===== config.mk =====
export PLATFORM = sky130hd
export DESIGN_NAME = cau_div_cell
export DESIGN_NICKNAME = d
export VERILOG_FILES = /design/src/sv/cau_pkg.sv /design/src/sv/cau_div_cell.sv
export SDC_FILE = /design/constraint.sdc
export NUM_CORES = 1
export LEC_CHECK = 0
export ABC_AREA = 1
export ABC_CLOCK_PERIOD_IN_PS = 2100
export BUFFER_PORTS_ARGS = -buffer_cell sky130_fd_sc_hd__buf_2
export CAP_MARGIN = 10
export CORE_ASPECT_RATIO = 0.9
export CORE_MARGIN = 1
export CORE_UTILIZATION = 40
export DETAILED_ROUTE_END_ITERATION = 7
export HOLD_SLACK_MARGIN = 0.12
export PLACE_DENSITY_LB_ADDON = 0.3
export SKIP_CTS_REPAIR_TIMING = 1
export SYNTH_ARGS = -nofsm -noshare
export SYNTH_HDL_FRONTEND = slang
export SYNTH_SLANG_ARGS = --single-unit

===== constraint.sdc =====
create_clock -name clk -period 2.1 [get_ports clk]
set_input_delay 0.315 -clock clk [delete_from_list [all_inputs] [get_ports clk]]
set_output_delay 0.315 -clock clk [all_outputs]
set_load 0.005 [all_outputs]

===== src/sv/cau_pkg.sv =====
// Shared types, constants and helpers for the complex arithmetic unit.
// Used by cau_div_cell and complex_arithmetic_unit; depends on nothing.
package cau_pkg;

  localparam int FRAC_BITS = 8;              // Q8.8 fraction bits
  localparam int OW        = 16;             // width of one result part
  localparam int QB        = 17;             // quotient bits built by the cell chain
  localparam int DW        = 32;             // divisor (squared magnitude) width
  localparam int MW        = DW + FRAC_BITS; // scaled numerator magnitude width

  localparam logic [2:0] OP_ADD = 3'd0;
  localparam logic [2:0] OP_SUB = 3'd1;
  localparam logic [2:0] OP_MUL = 3'd2;
  localparam logic [2:0] OP_DIV = 3'd3;
  localparam logic [2:0] OP_CMP = 3'd4;

  // One division lane: partial remainder plus numerator bits still to shift in.
  // The quotient collects at the bottom of low as numerator bits leave the top.
  typedef struct packed {
    logic          neg;
    logic          big;
    logic [DW-1:0] rem;
    logic [QB-1:0] low;
  } lane_t;

  // Item travelling down the cell chain.
  typedef struct packed {
    logic                 valid;
    logic                 div;
    logic [DW-1:0]        den;
    lane_t                re;
    lane_t                im;
    logic signed [OW-1:0] res_re;
    logic signed [OW-1:0] res_im;
    logic                 eq;
    logic                 ovf;
    logic                 dz;
  } pipe_t;

  // Saturate to 16 bits signed; top bit of the result is the overflow flag.
  function automatic logic [OW:0] sat16(input logic signed [47:0] x);
    logic [OW:0] r;
    if (x > 48'sd32767) begin
      r = {1'b1, 16'h7fff};
    end else if (x < -48'sd32768) begin
      r = {1'b1, 16'h8000};
    end else begin
      r = {1'b0, x[OW-1:0]};
    end
    return r;
  endfunction

endpackage


===== src/sv/cau_div_cell.sv =====
// One restoring-division cell: retires one quotient bit for both lanes.
// Depends on cau_pkg.
module cau_div_cell (
  input  logic          clk,
  input  logic          rst_n,
  input  cau_pkg::pipe_t d_in,
  output cau_pkg::pipe_t d_out
);

  cau_pkg::pipe_t d_nxt;
  cau_pkg::pipe_t d_r;

  // shift one numerator bit into the remainder, subtract when it fits
  function automatic cau_pkg::lane_t step(input cau_pkg::lane_t l,
                                          input logic [cau_pkg::DW-1:0] den);
    cau_pkg::lane_t  o;
    logic [cau_pkg::DW:0] sh;
    logic             ge;
    sh = {l.rem, l.low[cau_pkg::QB-1]};
    ge = (sh >= {1'b0, den});
    o  = l;
    o.rem = ge ? cau_pkg::DW'(sh - {1'b0, den}) : sh[cau_pkg::DW-1:0];
    o.low = {l.low[cau_pkg::QB-2:0], ge};
    return o;
  endfunction

  always_comb begin
    d_nxt    = d_in;
    d_nxt.re = step(d_in.re, d_in.den);
    d_nxt.im = step(d_in.im, d_in.den);
  end

  always_ff @(posedge clk) begin
    if (!rst_n) begin
      d_r.valid <= 1'b0;
    end else begin
      d_r.valid <= d_nxt.valid;
    end
    d_r.div    <= d_nxt.div;
    d_r.den    <= d_nxt.den;
    d_r.re     <= d_nxt.re;
    d_r.im     <= d_nxt.im;
    d_r.res_re <= d_nxt.res_re;
    d_r.res_im <= d_nxt.res_im;
    d_r.eq     <= d_nxt.eq;
    d_r.ovf    <= d_nxt.ovf;
    d_r.dz     <= d_nxt.dz;
  end

  assign d_out = d_r;

endmodule


==> results of run 1 <==
[layer usage]
layer / vias to the layer above / share of wire, % / global-route usage [%] / wire length (um)
li1: 5647 / - / - / -
met2: 354 / 49 / 45.7 / 16900
met4: 0 / 2.3 / 8.53 / 788
met3: 54 / 6.1 / 4.20 / 2110
met1: 4766 / 43 / 33.6 / 15000
met5: - / 0 / 0 / 0
[cell type report]
cell class	instances	share of cell area (%)
Multi-Input combinational cell	994	34.2
Inverter	286	7.40
Antenna cell	1	0.0173
Tap cell	302	2.61
Sequential cell	171	23.6
Timing Repair Buffer	608	27.9
Clock inverter	15	1.34
Clock buffer	17	2.93
[placed cells by master, fill, tap and decap left out, drive strengths merged]
master       count
clkinvlp         1
and2            10
clkbuf          17
diode            1
xor2            27
fa               2
or2              1
dlygate4sd3    103
dfxtp          171
ha              64
o21ai            3
a21oi           38
nor3            20
o21bai           3
nand3b          11
buf            505
inv            294
nor2            85
nand2          596
bufinv           1
clkinv           5
xnor2            2
nand4            5
nand3          127
[kinds of logic (layout without fill, tap and decap cells)]
family	Yosys count	in the layout
fa+ha+maj	66	66
other cells	0	1
buf+inv	305	926
xor+xnor	29	29
flops	171	171
compound gates	44	44
simple gates	855	855
[cells in the mapped netlist, drive strengths merged]
cell	instances
nand2	596
inv	286
dfxtp	171
nand3	127
nor2	85
ha	64
a21oi	38
xor2	27
nor3	20
buf	19
nand3b	11
and2	10
nand4	5
o21ai	3
o21bai	3
fa	2
xnor2	2
or2	1
[worst paths after layout]
path                  to
max   d_out[126]$_DFF_P_
min   d_out[133]$_DFF_P_
[power breakdown]
group	leakage [nW]	total, mW	internal (mW)	switching (mW)
Sequential	1.44	3.68	3.60	0.0861
Clock	0.299	3.30	1.73	1.57
Combinational	6.86	2.99	1.39	1.61
==> impl_metrics.tcl, run 1 <==
set metrics [dict create \
    status "finished, final reports clean" \
    drc 0 \
    grt_overflow 0 \
    ant_nets 0 \
    grt_pass1_vias 9760 \
    path_class "in2reg" \
    start_util_pct 40.9 \
    hold_ws_ns 0.108 \
    max_freq_mhz 559 \
    first_pass_iters 5 \
    finalPower_mw 9.98 \
    die_w_um 165 \
    viasPerCell 4.52 \
    track_usage_pct 26.6 \
    worst-path-buf-inv 2 \
    cts_num_sinks 171 \
    antenna_found_initial 1 \
    dpl_worst_slack_ns -0.129 \
    drv_cap 0 \
    core_area_sq_um 23400 \
    slew_headroom_pct 77.1 \
    worst_path_max_delay_cell "ha_1" \
    cellLeakagePower_nw 8.60 \
    muxShareOfSynthArea_pct 0 \
    synth_compound_area_share_pct 2.38 \
    syn_inst 1470 \
    fin_util_pct 61.9 \
    setup_ws_ns 0.310 \
    area_growth_pct 51.3 \
    setup_viol_count_final 0 \
    die_h_um 149 \
    yosysSeqAreaShare_pct 35.7 \
    slew_viol_final 0 \
    final_hold_viol_count 0 \
    cp_top_family "simple AND/OR/NAND/NOR gates" \
    post-route-period-util_pct 85.3 \
    rows 53 \
    dp.cells 2258 \
    finalCriticalPeriod_ns 1.79 \
    fillers 2177 \
    wire_per_inst_um 14.5 \
    drt-total-wl_mm 34.7 \
    grt_start_max_net_pins 34 \
    cpMostUsedCell "nand2_1" \
    ys_warn_count 0 \
    cpPeakStageDelay_ns 0.36 \
    drive_gt1_share_pct 27.5 \
    worstSetupPathDepth 13 \
    largest_register_ffs 171 \
    synth_top_family_by_area "simple AND/OR/NAND/NOR gates" \
    cts.reportedPaths.clkPinSlew_ns 0.08 \
    ir_drop_mv 0.547 \
    cts_buffers 17 \
    hold_start "d_in[132]" \
    hold_class "in2reg" \
    yosys_register_bits 171 \
    synth_top_area_share_pct 35.7 \
    die_area_sq_um 24600 \
    clk_path_buf_depth 2 \
    yosysTopAreaCell "dfxtp_1" \
    nNetsFinal 2317 \
    port_buffers 343 \
    pwr_density_cell_nw_per_um2 688 \
    synthesis.nets 1709 \
    synth_xor_xnor_area_share_pct 2.65 \
    synthAdderAreaFrac_pct 8.77 \
    worstMarginPinSlew_ns 0.342 \
    placed_area_sq_um 12800 \
    gp_congestion 0.924 \
    crit_chain "buf_2, inv_1, ha_1, nand2_1, nor2_2, nand2_1, nor2_1, nand3_1, nand3_2, nor2_4, nand2_8, nand2_1, nand2_1" \
    critPathLaunch "d_in[153]" \
    ys_top_cells_by_area "dfxtp_1 36%, nand2_1 23%, inv_1 11%, ha_1 8.4%, nand3_1 6.0%" \
    ios 344 \
    timing.setup.tns_ns 0 \
    crit_fanout 33 \
    cts_max_level 4 \
    crit_path_end_kind "register" \
    rsz0062_at_grt "no" \
    yosys.area_share.simple_pct 37.9 \
    arrival_ns 2.17 \
    cp.required_ns 2.48 \
    hpwl_mm 27.8 \
    start_kind "input pin" \
    num_vias 10821 \
    finalInstanceArea_sq_um 14500 \
    synth_area_sq_um 9590 \
    grt_pass1_wl_mm 49.7 \
    cts_tree "built" \
    drt_iter0_drc 605 \
    cts_root_buf "clkbuf_16" \
    synth.avg_cell_area_sq_um 6.52 \
    layoutNonFillerInstCount 2394 \
    ff_latch_area_sq_um 3420 \
    multi_input_area_sq_um 4950 \
    hold_depth 3 \
    synth_cell_type_count 29 \
]
Note: power is estimated with default switching activity, not from simulation.
==> run 2: changes to the inputs <==
--- a/config.mk
+++ b/config.mk
@@ -5,7 +5,6 @@
 export SDC_FILE = /design/constraint.sdc
 export NUM_CORES = 1
 export LEC_CHECK = 0
-export ABC_AREA = 1
 export ABC_CLOCK_PERIOD_IN_PS = 2100
 export BUFFER_PORTS_ARGS = -buffer_cell sky130_fd_sc_hd__buf_2
 export CAP_MARGIN = 10
==> impl_metrics.tcl, run 2 <==
set metrics [dict create \
    clk_path_buf_depth 2 \
    area_growth_pct 79.9 \
    rsz0062_at_grt "yes" \
    synth_cell_type_count 67 \
    critPathLaunch "d_in[102]" \
    grt_overflow 0 \
    cellLeakagePower_nw 6.95 \
    rows 48 \
    final_common_cell "buf_2" \
    drt_iter0_drc 570 \
    cts_buffers 17 \
    setup_viol_count_final 62 \
    antenna_found_initial 0 \
    path_class "in2reg" \
    slew_headroom_pct 64.6 \
    ir_drop_mv 0.567 \
    grt_pass1_vias 7873 \
    muxShareOfSynthArea_pct 5.27 \
    viasPerCell 5.01 \
    synthesis.nets 1060 \
    die_area_sq_um 20500 \
    max_freq_mhz 428 \
    gp_congestion 0.919 \
    core_area_sq_um 19300 \
    setup_ws_ns -0.239 \
    grt_pass1_wl_mm 41.3 \
    hold_depth 3 \
    crit_fanout 3 \
    post-route-period-util_pct 111 \
    cts_tree "built" \
    async_reset_ff_share_pct 0 \
    start_kind "input pin" \
    layout_common_cells "333 x buf_2, 229 x buf_4, 171 x dfxtp_1, 110 x dlygate4sd3_1, 63 x nand2_1" \
    synth_edf_count 0 \
    nNetsFinal 1751 \
    ys_top_cells_by_area "dfxtp_1 43%, ha_1 10%, mux2_4 4.7%, a21oi_1 3.8%, o21ai_0 3.5%" \
    port_buffers 343 \
    synth_top_area_share_pct 43.0 \
    crit_path_end "d_out[133]$_DFF_P_" \
    drv_cap 0 \
    ios 344 \
    synth_area_sq_um 7960 \
    ant_nets 0 \
    cp.required_ns 2.43 \
    arrival_ns 2.66 \
    finalCriticalPeriod_ns 2.34 \
    first_pass_iters 5 \
    synth_compound_area_share_pct 18.8 \
    start_util_pct 41.1 \
    largest_register_ffs 171 \
    cts_max_level 4 \
    antenna_cells 0 \
    hpwl_mm 23.4 \
    wire_per_inst_um 18.5 \
    synthAdderAreaFrac_pct 10.6 \
    cts_root_buf "clkbuf_16" \
    ys_warn_count 0 \
    worstMarginPinSlew_ns 0.525 \
    drt-total-wl_mm 32.8 \
    crit_path_end_kind "register" \
    yosys.cell_count.top_type "dfxtp_1" \
    drc 0 \
    synth_xor_xnor_area_share_pct 5.61 \
    layoutNonFillerInstCount 1774 \
    synth_ff_type "dfxtp_1" \
    yosysSeqAreaShare_pct 43.0 \
    yosys_register_bits 171 \
    yosys-top-cells-count "171 x dfxtp_1, 69 x nand2_1, 64 x ha_1" \
    pwr_density_cell_nw_per_um2 717 \
    status "complete, but fails checks" \
    track_usage_pct 26.9 \
    yosys.area_share.simple_pct 12.2 \
    yosysTopAreaCell "dfxtp_1" \
    synth_top_family_by_area "compound AO/OA/AOI/OAI gates" \
    syn_inst 821 \
    cts_num_sinks 171 \
    final_hold_viol_count 0 \
    drive_gt1_share_pct 51.4 \
    grt_start_max_net_pins 42 \
    hold_class "in2reg" \
    dp.cells 1621 \
    die_w_um 151 \
    dpl_worst_slack_ns -0.737 \
    cts.reportedPaths.clkPinSlew_ns 0.07 \
    die_h_um 136 \
    violations "negative setup slack" \
    synth.avg_cell_area_sq_um 9.69 \
    num_vias 8895 \
    slew_viol_final 0 \
]
run 2: changes by cell type after synthesis, moves of 10 or more:
cell and change:
nand2_1 -516, inv_1 -224, nand3_1 -92, o21ai_0 +52
nor2_1 -40, a21o_1 +28, mux2_4 +25, xnor2_1 +24
a21oi_1 +22, a211oi_1 +12, nand2b_1 +10, nand3_2 -10
nand3b_1 -10, nor2b_1 +10
run 2: cells by family (layout without fill, tap and decap cells):
logic type	count (synthesis)	after routing
AO/OA/AOI/OAI	225	225
XOR/XNOR	51	51
adder cells (fa/ha/maj)	66	66
buffers and inverters	80	783
flip-flops	171	171
multiplexers	29	29
AND/OR/NAND/NOR	199	199
run 2: layout make-up:
| class | count | area (sq um) |
|---|---|---|
| Inverter | 60 | 267 |
| Multi-Input combinational cell | 570 | 4950 |
| Fill cell | 1402 | 5030 |
| Clock buffer | 17 | 425 |
| Clock inverter | 14 | 149 |
| Timing Repair inverter | 1 | 7.51 |
| Sequential cell | 171 | 3420 |
| Tap cell | 250 | 313 |
| Timing Repair Buffer | 691 | 4780 |
run 2: stage by stage:
stage	setup TNS [ns]	hold slack (ns)	cell area [sq um]	power, mW	util [%]
after floorplan	-17.88	0.343	8210	5.20	-
after global placement	-39.54	0.417	11800	6.59	61.1
after detailed placement	-40.74	0.419	11800	6.63	61.1
after CTS	-11.66	-0.0456	12400	9.74	64.1
after global routing	-13.62	0.119	14300	10.7	74.0
final	-8.01	0.108	14300	10.3	74.0
run 2: report_power, final:
| part | internal, mW | switching [mW] |
|---|---|---|
| clock | 1.59 | 1.55 |
| combinational | 1.83 | 1.55 |
| sequential | 3.63 | 0.107 |
run 2: critical path: stages:
cell and delay, ns:
buf_6 0.10, inv_2 0.06, ha_4 0.13, fa_2 0.20, nand2b_4 0.13, a21oi_2 0.06
o211ai_1 0.32, a41oi_2 0.18, o41a_1 0.46, a311oi_2 0.32, xnor2_1 0.12, mux2_4 0.27
run 2: worst min-delay path by stage:
stage	to	start	slack, ns
4_1_cts	d_out[47]$_DFF_P_	d_in[46]	-0.05
3_5_place_dp	d_out[42]$_DFF_P_	d_in[41]	0.42
5_1_grt	d_out[60]$_DFF_P_	d_in[59]	0.12
2_1_floorplan	d_out[0]$_DFF_P_	d_in[0]	0.34
6_report	d_out[61]$_DFF_P_	d_in[60]	0.11
3_3_place_gp	d_out[6]$_DFF_P_	d_in[6]	0.42
run 2: per-layer routing:
| metal | routed length [um] | vias to the layer above | GRT usage (%) |
|---|---|---|---|
| met5 | 0 | - | 0 |
| met4 | 1030 | 0 | 11.0 |
| met3 | 2190 | 69 | 5.69 |
| met2 | 16200 | 362 | 44.5 |
| met1 | 13400 | 4160 | 33.9 |
| li1 | - | 4304 | - |
==> run 3: changes to the inputs <==
--- a/config.mk
+++ b/config.mk
@@ -6,7 +6,7 @@
 export NUM_CORES = 1
 export LEC_CHECK = 0
 export ABC_CLOCK_PERIOD_IN_PS = 2100
-export BUFFER_PORTS_ARGS = -buffer_cell sky130_fd_sc_hd__buf_2
+export BUFFER_PORTS_ARGS = -buffer_cell sky130_fd_sc_hd__clkbuf_2
 export CAP_MARGIN = 10
 export CORE_ASPECT_RATIO = 0.9
 export CORE_MARGIN = 1
==> impl_metrics.tcl, run 3 (synthesized netlist as in run 2, its figures left out) <==
set metrics [dict create \
    timing.setup.tns_ns -11.71 \
    grt_start_max_net_pins 25 \
    start_kind "input pin" \
    cts.reportedPaths.clkPinSlew_ns 0.08 \
    final_hold_viol_count 0 \
    grt_overflow 0 \
    gp_congestion 0.972 \
    dp.cells 1640 \
    max_freq_mhz 414 \
    die_h_um 136 \
    cpPeakStageDelay_ns 0.35 \
    cts_max_level 4 \
    worst_path_max_delay_cell "a221o_1" \
    area_growth_pct 87.1 \
    ir_drop_mv 0.534 \
    pwr-share-seq_pct 35.4 \
    slew_headroom_pct 65.5 \
    grt_use_met3_pct 4.95 \
    p_int_mw 7.32 \
    arrival_ns 2.74 \
    crit_fanout 6 \
    post-route-period-util_pct 115 \
    first_pass_iters 6 \
    pwr_density_cell_nw_per_um2 713 \
    layout_common_cells "331 x clkbuf_2, 253 x buf_4, 171 x dfxtp_1, 107 x dlygate4sd3_1, 55 x nand2_1" \
    slew_viol_final 0 \
    cts_root_buf "clkbuf_16" \
    setup_viol_count_final 64 \
    nNetsFinal 1783 \
    antenna_found_initial 0 \
    finalPower_mw 10.6 \
    finalCriticalPeriod_ns 2.42 \
    drc 0 \
    cts_buffers 17 \
    layoutNonFillerInstCount 1807 \
    p_switching_mw 3.29 \
    wire_per_inst_um 18.7 \
    worstMarginPinSlew_ns 0.512 \
    hold_class "in2reg" \
    antenna_cells 0 \
    p_sw_share_pct 31.0 \
    use_met1_pct 35.1 \
    hpwl_mm 23.5 \
    cp.required_ns 2.42 \
    ios 344 \
    rsz0062_at_grt "yes" \
    track_usage_pct 27.0 \
    drt_iter0_drc 586 \
    clk_path_buf_depth 2 \
    path_class "in2reg" \
    cts_tree "built" \
    viasPerCell 5.05 \
    port_buffers 343 \
    drv_cap 0 \
    violations "negative setup slack" \
    cts_num_sinks 171 \
    status "complete, but fails checks" \
    crit_chain "buf_2, inv_2, buf_4, ha_4, a21oi_2, nor2b_1, a221o_1, a221oi_2, a31oi_2, nor2_4, clkinv_4, buf_6, o221a_4" \
    die_area_sq_um 20500 \
    drive_gt1_share_pct 53.6 \
    comb_power_share_pct 33.8 \
    grt_pass1_wl_mm 41.5 \
    drt-total-wl_mm 33.7 \
    largest_register_ffs 171 \
    final_common_cell "clkbuf_2" \
    clock_power_share_pct 30.9 \
    die_w_um 151 \
    top_usage_layer "met2" \
    crit_path_end_kind "register" \
    rows 48 \
    grt_pass1_vias 7743 \
    cellLeakagePower_nw 7.30 \
    start_util_pct 41.1 \
    globalRouteMet2Util_pct 44.6 \
    ant_nets 0 \
    num_vias 9128 \
    setup_ws_ns -0.316 \
    core_area_sq_um 19300 \
]
run 3: path summary, 6_finish.rpt:
kind                  start                end  slack [ns]  cells after the start
setup / recovery  d_in[155]  d_out[78]$_DFF_P_       -0.32                     13
hold / removal     d_in[75]  d_out[76]$_DFF_P_        0.11                      3
run 3: metrics by stage:
| stage | setup slack, ns | utilization, % | cell area [sq um] | hold WS [ns] |
|---|---|---|---|---|
| after CTS | -0.393 | 64.9 | 12600 | -0.0407 |
| after global placement | -0.772 | 61.8 | 11900 | 0.418 |
| after floorplan | -0.453 | - | 8210 | 0.343 |
| after detailed placement | -0.840 | 61.8 | 11900 | 0.419 |
| after global routing | -0.419 | 77.0 | 14900 | 0.117 |
| final | -0.316 | 77.0 | 14900 | 0.110 |
run 3: routing by layer:
layer  part of all wire (%)  vias up
met5                      0        -
met4                    3.4        0
met3                    6.3       79
met2                     50      368
met1                     41     4312
li1                       -     4369
run 3: cell type report:
class / instances / area [sq um]
well taps: 250 / 313
inverters: 60 / 264
clock buffers: 18 / 439
repair buffers: 724 / 5130
clock inverters: 14 / 165
flip-flops and latches: 171 / 3420
fillers: 1251 / 4460
multi-input cells: 570 / 5150
run 3: power groups by stage:
stage                     clock network (mW)  registers, mW  logic, mW
after floorplan                            0           3.85       1.35
after global placement                     0           3.81       2.82
after detailed placement                   0           3.81       2.85
after CTS                               3.32           3.74       2.87
after global routing                    3.45           3.78       3.83
final                                   3.27           3.75       3.58
run 3: worst max-delay path: cells and delay by family:
family | cells | cell delay (ns)
AOI/OAI and AO/OA | 5 | 1.21
buffers and inverters | 5 | 0.60
and+or+nand+nor | 2 | 0.37
adders and majority gates | 1 | 0.24
